--- config.mk ---
export PLATFORM = sky130hd
export DESIGN_NAME = hann_grain_windower_with_peak_meter_unit
export DESIGN_NICKNAME = d
export VERILOG_FILES = /design/src/rtl/core/hgw_pkg.sv /design/src/rtl/core/hann_grain_windower_with_peak_meter_unit.sv /design/src/rtl/core/hgw_phase_div.sv /design/src/rtl/core/hgw_mul_unit.sv
export VERILOG_INCLUDE_DIRS = /design/src /design/src/rtl/core
export SDC_FILE = /design/constraint.sdc
export NUM_CORES = 2
export LEC_CHECK = 0
export BUFFER_PORTS_ARGS = -buffer_cell sky130_fd_sc_hd__clkbuf_2
export CAP_MARGIN = 20
export CORE_MARGIN = 3
export CORE_UTILIZATION = 45
export CTS_CLUSTER_SIZE = 14
export DETAILED_ROUTE_END_ITERATION = 16
export SKIP_CTS_REPAIR_TIMING = 1
export SYNTH_ARGS = -nofsm -noshare
export SYNTH_HDL_FRONTEND = slang
export SYNTH_SLANG_ARGS = --single-unit
--- constraint.sdc ---
create_clock -name clk_i -period 13 [get_ports clk_i]
set_input_delay 2.6 -clock clk_i [delete_from_list [all_inputs] [get_ports clk_i]]
set_output_delay 2.6 -clock clk_i [all_outputs]
set_load 0.01 [all_outputs]
--- src/rtl/core/hann_grain_windower_with_peak_meter_unit_macros.svh ---
// ----------------------------------------------------------------------------
// Assertion macros for the Hann grain windower
// Shared property forms, clocked on clk_i and disabled in reset.
// ----------------------------------------------------------------------------
`ifndef HANN_GRAIN_WINDOWER_WITH_PEAK_METER_UNIT_MACROS_SVH
`define HANN_GRAIN_WINDOWER_WITH_PEAK_METER_UNIT_MACROS_SVH

// Consequent must hold in the same cycle as the antecedent.
`define HGW_ASSERT_SAME(lbl, ante, cons, msg) \
  lbl: assert property (@(posedge clk_i) disable iff (!rst_ni) (ante) |-> (cons)) \
    else $error(msg);

// Consequent must hold in the cycle after the antecedent.
`define HGW_ASSERT_NEXT(lbl, ante, cons, msg) \
  lbl: assert property (@(posedge clk_i) disable iff (!rst_ni) (ante) |=> (cons)) \
    else $error(msg);

`endif

--- src/rtl/core/hgw_pkg.sv ---
// ----------------------------------------------------------------------------
// hgw_pkg
// Types, constants and step codes for the Hann grain windower.
// ----------------------------------------------------------------------------
`default_nettype none

package hgw_pkg;

  localparam int unsigned SAMPLE_W      = 16;
  localparam int unsigned QUOT_W        = 32;
  localparam int unsigned DIV_BITS      = 2;
  localparam int unsigned DIV_STEPS     = QUOT_W / DIV_BITS;
  localparam int unsigned DIV_CNT_W     = $clog2(DIV_STEPS);

  localparam logic [31:0] Q30_ONE       = 32'h4000_0000;
  localparam logic [31:0] PHASE_HALF    = 32'h8000_0000;
  localparam logic [32:0] ROUND_Q15     = 33'd16384;
  localparam logic [15:0] W_ONE         = 16'h8000;

  // Odd Taylor coefficients of sin(pi/2 * u), Q2.30
  localparam logic [31:0] SIN_C1        = 32'd1686629713;
  localparam logic [31:0] SIN_C3        = 32'd693598668;
  localparam logic [31:0] SIN_C5        = 32'd85569306;
  localparam logic [31:0] SIN_C7        = 32'd5026995;
  localparam logic [31:0] SIN_C9        = 32'd172271;
  localparam logic [31:0] SIN_C11       = 32'd3864;

  // Multiply sequence
  localparam logic [3:0] STEP_U2      = 4'd0;
  localparam logic [3:0] STEP_H9      = 4'd1;
  localparam logic [3:0] STEP_H7      = 4'd2;
  localparam logic [3:0] STEP_H5      = 4'd3;
  localparam logic [3:0] STEP_H3      = 4'd4;
  localparam logic [3:0] STEP_H1      = 4'd5;
  localparam logic [3:0] STEP_SIN     = 4'd6;
  localparam logic [3:0] STEP_SQ      = 4'd7;
  localparam logic [3:0] STEP_APPLY_L = 4'd8;
  localparam logic [3:0] STEP_APPLY_R = 4'd9;

  typedef struct packed {
    logic                start;
    logic [SAMPLE_W-1:0] num;
    logic [SAMPLE_W-1:0] den;
  } hgw_div_req_t;

  typedef struct packed {
    logic              done;
    logic [QUOT_W-1:0] quot;
  } hgw_div_rsp_t;

  // Constant from which the product is subtracted in each Horner step
  function automatic logic [31:0] hgw_horner_coef(input logic [3:0] step);
    logic [31:0] c;
    unique case (step)
      STEP_H9: c = SIN_C9;
      STEP_H7: c = SIN_C7;
      STEP_H5: c = SIN_C5;
      STEP_H3: c = SIN_C3;
      STEP_H1: c = SIN_C1;
      default: c = '0;
    endcase
    return c;
  endfunction

endpackage

`default_nettype wire

--- src/rtl/core/hann_grain_windower_with_peak_meter_unit.sv ---
// ----------------------------------------------------------------------------
// hann_grain_windower_with_peak_meter_unit
// Stereo Hann grain windower with per-channel peak meter.
// ----------------------------------------------------------------------------
// Flow: a windowed word passes through the phase divider, a handoff into the
//   multiply state, 10 multiplies (issue, then write back) on one shared
//   multiplier and an output load; pass-through or short words go straight to the load.
// A new word is accepted only after the last one is loaded, which waits on out_ready_i;
//   the pace is set by the shared multiplier and the 2-bit-per-cycle phase divider.
// Reset (async, active low): grain length, grain position and peaks are 0.
// ----------------------------------------------------------------------------
`default_nettype none

module hann_grain_windower_with_peak_meter_unit (
  input  wire logic        clk_i,
  input  wire logic        rst_ni,
  // config
  input  wire logic        cfg_we_i,
  input  wire logic [15:0] cfg_data_i,
  // input words
  input  wire logic        in_valid_i,
  output logic             in_ready_o,
  input  wire logic signed [15:0] left_sample_i,
  input  wire logic signed [15:0] right_sample_i,
  input  wire logic        new_grain_i,
  input  wire logic        chunk_start_i,
  // output words
  output logic             out_valid_o,
  input  wire logic        out_ready_i,
  output logic signed [15:0] out_left_o,
  output logic signed [15:0] out_right_o,
  output logic             grain_active_o,
  output logic      [15:0] peak_left_o,
  output logic      [15:0] peak_right_o
);
  import hgw_pkg::*;

`include "hann_grain_windower_with_peak_meter_unit_macros.svh"

  // Sequencer states
  localparam logic [1:0] ST_IDLE = 2'd0;
  localparam logic [1:0] ST_DIV  = 2'd1;
  localparam logic [1:0] ST_MUL  = 2'd2;
  localparam logic [1:0] ST_DONE = 2'd3;

  // --------------------------------------------------------------------------
  // Architectural state
  // --------------------------------------------------------------------------
  logic [1:0]  state_q, state_d;
  logic [15:0] len_q, len_d;          // grain length N
  logic [15:0] pos_q, pos_d;          // grain position n
  logic [15:0] peak_l_q, peak_l_d;
  logic [15:0] peak_r_q, peak_r_d;
  logic        out_valid_q, out_valid_d;
  logic [3:0]  step_q, step_d;        // multiply step
  logic        phase_q, phase_d;      // 0: issue, 1: write back

  // Payload (no reset)
  logic signed [15:0] x_l_q, x_r_q;   // captured samples
  logic signed [15:0] res_l_q, res_r_q;
  logic        active_q;
  logic [30:0] u_q;                   // folded phase, Q1.30 in [0,1]
  logic [30:0] u2_q;
  logic [31:0] acc_q;                 // Horner term, then sin
  logic [15:0] w_q;                   // Q1.15 weight
  logic signed [15:0] out_l_q, out_r_q;
  logic        out_act_q;
  logic [15:0] out_pk_l_q, out_pk_r_q;

  // --------------------------------------------------------------------------
  // Accept-side logic
  // --------------------------------------------------------------------------
  logic        accept;
  logic [15:0] pos_eff;
  logic        active_now;
  logic        short_grain;
  logic [15:0] abs_l, abs_r;

  assign in_ready_o  = (state_q == ST_IDLE);
  assign accept      = in_valid_i && in_ready_o;
  assign pos_eff     = new_grain_i ? 16'd0 : pos_q;
  assign active_now  = (pos_eff < len_q);
  assign short_grain = (len_q <= 16'd1);

  // |x| as unsigned; the most negative sample maps to 32768
  assign abs_l = left_sample_i[15]  ? 16'(~left_sample_i + 16'sd1)  : left_sample_i;
  assign abs_r = right_sample_i[15] ? 16'(~right_sample_i + 16'sd1) : right_sample_i;

  // --------------------------------------------------------------------------
  // Phase divider: n * 2^32 / (N - 1)
  // --------------------------------------------------------------------------
  hgw_div_req_t div_req;
  hgw_div_rsp_t div_rsp;

  assign div_req.start = accept && active_now && !short_grain;
  assign div_req.num   = pos_eff;
  assign div_req.den   = len_q - 16'd1;

  hgw_phase_div u_div (
    .clk_i  (clk_i),
    .rst_ni (rst_ni),
    .req_i  (div_req),
    .rsp_o  (div_rsp)
  );

  // fold the second half of the turn back: weight is symmetric
  logic [31:0] ph_fold;
  assign ph_fold = (div_rsp.quot > PHASE_HALF) ? (~div_rsp.quot + 32'd1) : div_rsp.quot;

  // --------------------------------------------------------------------------
  // Shared multiplier and operand select
  // --------------------------------------------------------------------------
  logic [31:0] mul_a, mul_b;
  logic        mul_en;
  logic [63:0] prod;
  logic [15:0] mag_l, mag_r;

  assign mag_l  = x_l_q[15] ? 16'(~x_l_q + 16'sd1) : x_l_q;
  assign mag_r  = x_r_q[15] ? 16'(~x_r_q + 16'sd1) : x_r_q;
  assign mul_en = (state_q == ST_MUL) && !phase_q;

  always_comb begin
    case (step_q) inside
      STEP_U2: begin
        mul_a = {1'b0, u_q};
        mul_b = {1'b0, u_q};
      end
      STEP_H9: begin
        mul_a = {1'b0, u2_q};
        mul_b = SIN_C11;
      end
      STEP_H7, STEP_H5, STEP_H3, STEP_H1: begin
        mul_a = {1'b0, u2_q};
        mul_b = acc_q;
      end
      STEP_SIN: begin
        mul_a = {1'b0, u_q};
        mul_b = acc_q;
      end
      STEP_SQ: begin
        mul_a = acc_q;
        mul_b = acc_q;
      end
      STEP_APPLY_L: begin
        mul_a = {16'd0, mag_l};
        mul_b = {16'd0, w_q};
      end
      STEP_APPLY_R: begin
        mul_a = {16'd0, mag_r};
        mul_b = {16'd0, w_q};
      end
      default: begin
        mul_a = '0;
        mul_b = '0;
      end
    endcase
  end

  hgw_mul_unit u_mul (
    .clk_i (clk_i),
    .en_i  (mul_en),
    .a_i   (mul_a),
    .b_i   (mul_b),
    .p_o   (prod)
  );

  // Q30 product, rounding of sin^2 into Q1.15
  logic [33:0] prod_q30;
  logic [32:0] w_sum;
  logic [17:0] w_raw;
  logic [15:0] p_q15;

  assign prod_q30 = prod[63:30];
  assign w_sum    = {1'b0, prod_q30[31:0]} + ROUND_Q15;
  assign w_raw    = w_sum[32:15];
  assign p_q15    = prod[30:15];

  logic wb;
  assign wb = (state_q == ST_MUL) && phase_q;

  // --------------------------------------------------------------------------
  // Sequencer
  // --------------------------------------------------------------------------
  logic load_out;
  assign load_out = (state_q == ST_DONE) && (!out_valid_q || out_ready_i);

  always_comb begin
    state_d     = state_q;
    len_d       = cfg_we_i ? cfg_data_i : len_q;
    pos_d       = pos_q;
    peak_l_d    = peak_l_q;
    peak_r_d    = peak_r_q;
    step_d      = step_q;
    phase_d     = phase_q;
    out_valid_d = out_valid_q;

    if (out_valid_q && out_ready_i) begin
      out_valid_d = 1'b0;
    end

    unique case (state_q)
      ST_IDLE: begin
        if (accept) begin
          // peaks: clear on chunk start, then take this pair
          peak_l_d = chunk_start_i ? abs_l : ((abs_l > peak_l_q) ? abs_l : peak_l_q);
          peak_r_d = chunk_start_i ? abs_r : ((abs_r > peak_r_q) ? abs_r : peak_r_q);
          pos_d    = active_now ? pos_eff + 16'd1 : pos_eff;
          if (active_now && !short_grain) begin
            state_d = ST_DIV;
          end else begin
            state_d = ST_DONE;
          end
        end
      end
      ST_DIV: begin
        if (div_rsp.done) begin
          state_d = ST_MUL;
          step_d  = STEP_U2;
          phase_d = 1'b0;
        end
      end
      ST_MUL: begin
        phase_d = !phase_q;
        if (phase_q) begin
          if (step_q == STEP_APPLY_R) begin
            state_d = ST_DONE;
          end else begin
            step_d = step_q + 4'd1;
          end
        end
      end
      ST_DONE: begin
        if (load_out) begin
          out_valid_d = 1'b1;
          state_d     = ST_IDLE;
        end
      end
      default: state_d = ST_IDLE;
    endcase
  end

  always_ff @(posedge clk_i or negedge rst_ni) begin
    if (!rst_ni) begin
      state_q     <= ST_IDLE;
      len_q       <= '0;
      pos_q       <= '0;
      peak_l_q    <= '0;
      peak_r_q    <= '0;
      step_q      <= STEP_U2;
      phase_q     <= 1'b0;
      out_valid_q <= 1'b0;
    end else begin
      state_q     <= state_d;
      len_q       <= len_d;
      pos_q       <= pos_d;
      peak_l_q    <= peak_l_d;
      peak_r_q    <= peak_r_d;
      step_q      <= step_d;
      phase_q     <= phase_d;
      out_valid_q <= out_valid_d;
    end
  end

  // --------------------------------------------------------------------------
  // Datapath registers
  // --------------------------------------------------------------------------
  always_ff @(posedge clk_i) begin
    if (accept) begin
      x_l_q    <= left_sample_i;
      x_r_q    <= right_sample_i;
      active_q <= active_now;
      if (!active_now) begin
        // past the grain: pass through
        res_l_q <= left_sample_i;
        res_r_q <= right_sample_i;
      end else begin
        // N <= 1 gives zero weight; otherwise overwritten by the multiply steps
        res_l_q <= '0;
        res_r_q <= '0;
      end
    end

    if (state_q == ST_DIV && div_rsp.done) begin
      u_q <= ph_fold[31:1];
    end

    if (wb) begin
      case (step_q) inside
        STEP_U2: begin
          u2_q <= prod_q30[30:0];
        end
        STEP_H9, STEP_H7, STEP_H5, STEP_H3, STEP_H1: begin
          acc_q <= hgw_horner_coef(step_q) - prod_q30[31:0];
        end
        STEP_SIN: begin
          acc_q <= (prod_q30 > {2'b00, Q30_ONE}) ? Q30_ONE : prod_q30[31:0];
        end
        STEP_SQ: begin
          w_q <= (w_raw > {2'b00, W_ONE}) ? W_ONE : w_raw[15:0];
        end
        STEP_APPLY_L: begin
          // truncate magnitude toward zero, then restore sign
          res_l_q <= x_l_q[15] ? 16'(~p_q15 + 16'd1) : p_q15;
        end
        STEP_APPLY_R: begin
          res_r_q <= x_r_q[15] ? 16'(~p_q15 + 16'd1) : p_q15;
        end
        default: begin
        end
      endcase
    end

    if (load_out) begin
      out_l_q    <= res_l_q;
      out_r_q    <= res_r_q;
      out_act_q  <= active_q;
      out_pk_l_q <= peak_l_q;
      out_pk_r_q <= peak_r_q;
    end
  end

  assign out_valid_o    = out_valid_q;
  assign out_left_o     = out_l_q;
  assign out_right_o    = out_r_q;
  assign grain_active_o = out_act_q;
  assign peak_left_o    = out_pk_l_q;
  assign peak_right_o   = out_pk_r_q;

  // --------------------------------------------------------------------------
  // Assertions
  // --------------------------------------------------------------------------
  `HGW_ASSERT_NEXT(a_busy_after_accept, in_valid_i && in_ready_o, !in_ready_o, "ready right after accept")
  `HGW_ASSERT_SAME(a_div_done_in_div, div_rsp.done, state_q == ST_DIV, "divider done outside DIV state")
  `HGW_ASSERT_SAME(a_weight_range, state_q == ST_MUL && step_q == STEP_APPLY_L, w_q <= W_ONE, "weight above one")

endmodule

`default_nettype wire

--- src/rtl/core/hgw_phase_div.sv ---
// ----------------------------------------------------------------------------
// hgw_phase_div
// Radix-4 restoring divider: floor(num * 2^32 / den) mod 2^32, num <= den.
// ----------------------------------------------------------------------------
`default_nettype none

module hgw_phase_div (
  input  wire logic                 clk_i,
  input  wire logic                 rst_ni,
  input  wire hgw_pkg::hgw_div_req_t req_i,
  output hgw_pkg::hgw_div_rsp_t     rsp_o
);
  import hgw_pkg::*;

  logic                 busy_q, busy_d;
  logic                 done_q, done_d;
  logic [DIV_CNT_W-1:0] cnt_q;
  logic [SAMPLE_W-1:0]  rem_q;
  logic [SAMPLE_W-1:0]  den_q;
  logic [QUOT_W-1:0]    quot_q;

  logic [SAMPLE_W:0]    r1, r2;
  logic                 b1, b2;
  logic [SAMPLE_W-1:0]  r1n, r2n;

  // two quotient bits per cycle; dividend low bits are all zero
  always_comb begin
    r1  = {rem_q, 1'b0};
    b1  = (r1 >= {1'b0, den_q});
    r1n = b1 ? SAMPLE_W'(r1 - {1'b0, den_q}) : r1[SAMPLE_W-1:0];
    r2  = {r1n, 1'b0};
    b2  = (r2 >= {1'b0, den_q});
    r2n = b2 ? SAMPLE_W'(r2 - {1'b0, den_q}) : r2[SAMPLE_W-1:0];
  end

  always_comb begin
    busy_d = busy_q;
    done_d = 1'b0;
    if (req_i.start) begin
      busy_d = 1'b1;
    end else if (busy_q && cnt_q == DIV_CNT_W'(DIV_STEPS - 1)) begin
      busy_d = 1'b0;
      done_d = 1'b1;
    end
  end

  always_ff @(posedge clk_i or negedge rst_ni) begin
    if (!rst_ni) begin
      busy_q <= 1'b0;
      done_q <= 1'b0;
    end else begin
      busy_q <= busy_d;
      done_q <= done_d;
    end
  end

  always_ff @(posedge clk_i) begin
    if (req_i.start) begin
      // integer part of the quotient (one turn) is dropped
      rem_q  <= (req_i.num >= req_i.den) ? SAMPLE_W'(req_i.num - req_i.den) : req_i.num;
      den_q  <= req_i.den;
      quot_q <= '0;
      cnt_q  <= '0;
    end else if (busy_q) begin
      rem_q  <= r2n;
      quot_q <= {quot_q[QUOT_W-3:0], b1, b2};
      cnt_q  <= cnt_q + DIV_CNT_W'(1);
    end
  end

  assign rsp_o.done = done_q;
  assign rsp_o.quot = quot_q;

endmodule

`default_nettype wire

--- src/rtl/core/hgw_mul_unit.sv ---
// ----------------------------------------------------------------------------
// hgw_mul_unit
// Shared 32x32 unsigned multiplier with registered product.
// ----------------------------------------------------------------------------
`default_nettype none

module hgw_mul_unit (
  input  wire logic        clk_i,
  input  wire logic        en_i,
  input  wire logic [31:0] a_i,
  input  wire logic [31:0] b_i,
  output logic      [63:0] p_o
);

  logic [63:0] p_q;

  always_ff @(posedge clk_i) begin
    if (en_i) begin
      p_q <= {32'd0, a_i} * {32'd0, b_i};
    end
  end

  assign p_o = p_q;

endmodule

`default_nettype wire
==> results.toml <==
[layout]
final_cell_area_mm2 = 0.0618
drive_gt1_frac = 0.0723
syn_to_final_growth_pct = 8.16
nNetsFinal = 7611
final_cells = 7949
final_common_cell = "inv_1"
layout_common_cells = "1,103 x inv_1, 902 x nand2_1, 898 x fa_1, 565 x nor2_1, 403 x ha_1"

[floorplanning]
io_pins = 122
coreArea_mm2 = 0.126
initial_utilization = 0.454
rows = 130
dieHeight_um = 362
die_w_um = 362
die-area_mm2 = 0.131

[global_routing]
grt_usage = 0.277
grt_max_degree = 76
grt_pass1_vias = 45247
grt-ovfl-total = 0
grt_pass1_wl_um = 277000
antenna_found_initial = 4

[placement]
place_hpwl_um = 147000
dp_cells = 7852
gp_congestion = 0.965
port_buffers = 121
place_area_mm2 = 0.0601

[clock_network]
cts_sinks = 431
htree_levels = 2
tritoncts.num_buffers = 49
cts_max_path_buffers = 3
cts_tree = "yes"
clkTransAtPathRegs_ps = 60
clock_latency_ps = 600
cts_root_buffer = "clkbuf_16"

[setup_path]
critical_path_class = "flop to flop"
critPathTopFamily = "adder cells"
crit_start = "step_q[0]"
cp_slowest_cell = "o22ai_2"
reg2reg_from = "step_q[0]"
crit_required_ps = 13310
max_stage_delay_ps = 810
critical_path_buf_inv_count = 4
worstSetupEndpointType = "flop"
arrival_ps = 12580
path_max_fanout = 18
worst_path_most_repeated_cell = "fa_1"
critPathLaunchType = "flop"

[synthesis]
syn_avg_cell_area_um2 = 9.18
synth-edff-count = 289
syn_area_mm2 = 0.0572
synthArstFlopShare = 0.172
yosysWarnings = 0
ys_seq_elements = 431
syn_inst = 6225
synth_cell_type_count = 80
synth_fp_nets = 7581
synth_flop_cell = "edfxtp_1"
seq_area_frac_synth = 0.208

[sta]
finalHoldViolations = 0
worst-slew-pin-transition_ps = 1190
rsz0062_at_grt = "no"
period_needed_ps = 12270
fmax_ghz = 0.0815
setup-tns-final_ps = 0
fin_crit_sh = 0.944
maxSlewViolCount = 0
fin_worst_skew_ps = 34.1
finalSetupViolCount = 0
relSlewSlack = 0.209

[route]
antenna_left = 0
wirelength_um = 181000
wl_per_cell_um = 22.8
drt_iter0_markers = 4194
drt-pass1-iter-count = 5
drc = 0
via_per_inst = 5.59
vias = 44444

[worst_hold_path]
worstHoldStart = "active_q"
min_path_type = "flop to flop"

[flow_run]
drv_cap = 0

[run_status]
status = "complete, no violations"
==> Yosys cell counts (73+ instances only) <==
| library cell | count | share of area |
|---|---|---|
| inv_1 | 1103 | 0.072 |
| nand2_1 | 902 | 0.059 |
| fa_1 | 898 | 0.31 |
| nor2_1 | 568 | 0.037 |
| ha_1 | 403 | 0.088 |
| edfxtp_1 | 289 | 0.15 |
| clkbuf_1 | 258 | 0.017 |
| a21oi_1 | 195 | 0.017 |
| xnor2_1 | 165 | 0.025 |
| o21ai_0 | 142 | 0.012 |
| xor2_1 | 98 | 0.015 |
| a21o_1 | 80 | 0.011 |
| dfrtp_1 | 74 | 0.032 |
| nand3_1 | 73 | 0.0064 |
==> state kept, by name, summed over array words and instances (netlist names), 31 cells and up <==
register / flops
u_div.quot_q: 32
u_q: 31
acc_q: 32
u_mul.p_o: 49
u2_q: 31
==> worst register-to-register path, delay by kind of cell (launching register included) <==
family                     cells  cell delay, ps
AOI/OAI and AO/OA              9            2980
and+or+nand+nor                8            2930
DFF                            1             430
buffers and inverters          4             590
adders and majority gates     10            4970
xor gates and xnor gates       1             130
==> per-stage QoR <==
step,hold slack [ps],utilization,worst slack [ps]
floorplan,400,-,2730
global placement,419,0.476,1230
detailed placement,417,0.477,984
CTS,436,0.491,881
global route,439,0.491,323
finish,426,0.491,729
==> final timing paths <==
kind / depth (start not counted) / endpoint / slack (ps)
max reg2reg: 32 / u_mul.p_o[63] / 730
min in group asynchronous: 1 / len_q[14] / 1850
min: 0 / grain_active_o / 430
max in group asynchronous: 2 / peak_r_q[13] / 10020
min reg2reg: 0 / grain_active_o / 430
max: 32 / u_mul.p_o[63] / 730
==> cell type report <==
class	instances	area (um2)
Fill cell	12071	64100
Inverter	1105	4150
Tap cell	1650	2060
Multi-Input combinational cell	4396	40200
Timing Repair Buffer	272	1790
Antenna cell	3	7.51
Clock buffer	61	1370
Sequential cell	431	11900
Clock inverter	31	380
==> layer usage <==
layer / track usage / vias to the layer above / wire [um]
met2: 0.441 / 1704 / 82700
met5: 0 / - / 0
met1: 0.383 / 22510 / 76700
met4: 0.0918 / 0 / 6910
met3: 0.0504 / 330 / 15100
li1: - / 19900 / -
==> cells by family (layout without fill, tap and decap cells) <==
| family | after synthesis | in the layout | share of synthesized area |
|---|---|---|---|
| other cells | 0 | 3 | 0 |
| buf+inv | 1398 | 1469 | 0.0920 |
| simple gates | 1925 | 1925 | 0.145 |
| mux | 110 | 110 | 0.0202 |
| xor+xnor | 263 | 263 | 0.0403 |
| flops | 431 | 431 | 0.208 |
| compound gates | 797 | 797 | 0.0915 |
| fa+ha+maj | 1301 | 1301 | 0.403 |
Power is left out: the tool's default activity adds up to more than one toggle a clock period on the data nets, which glitch-free logic cannot reach.
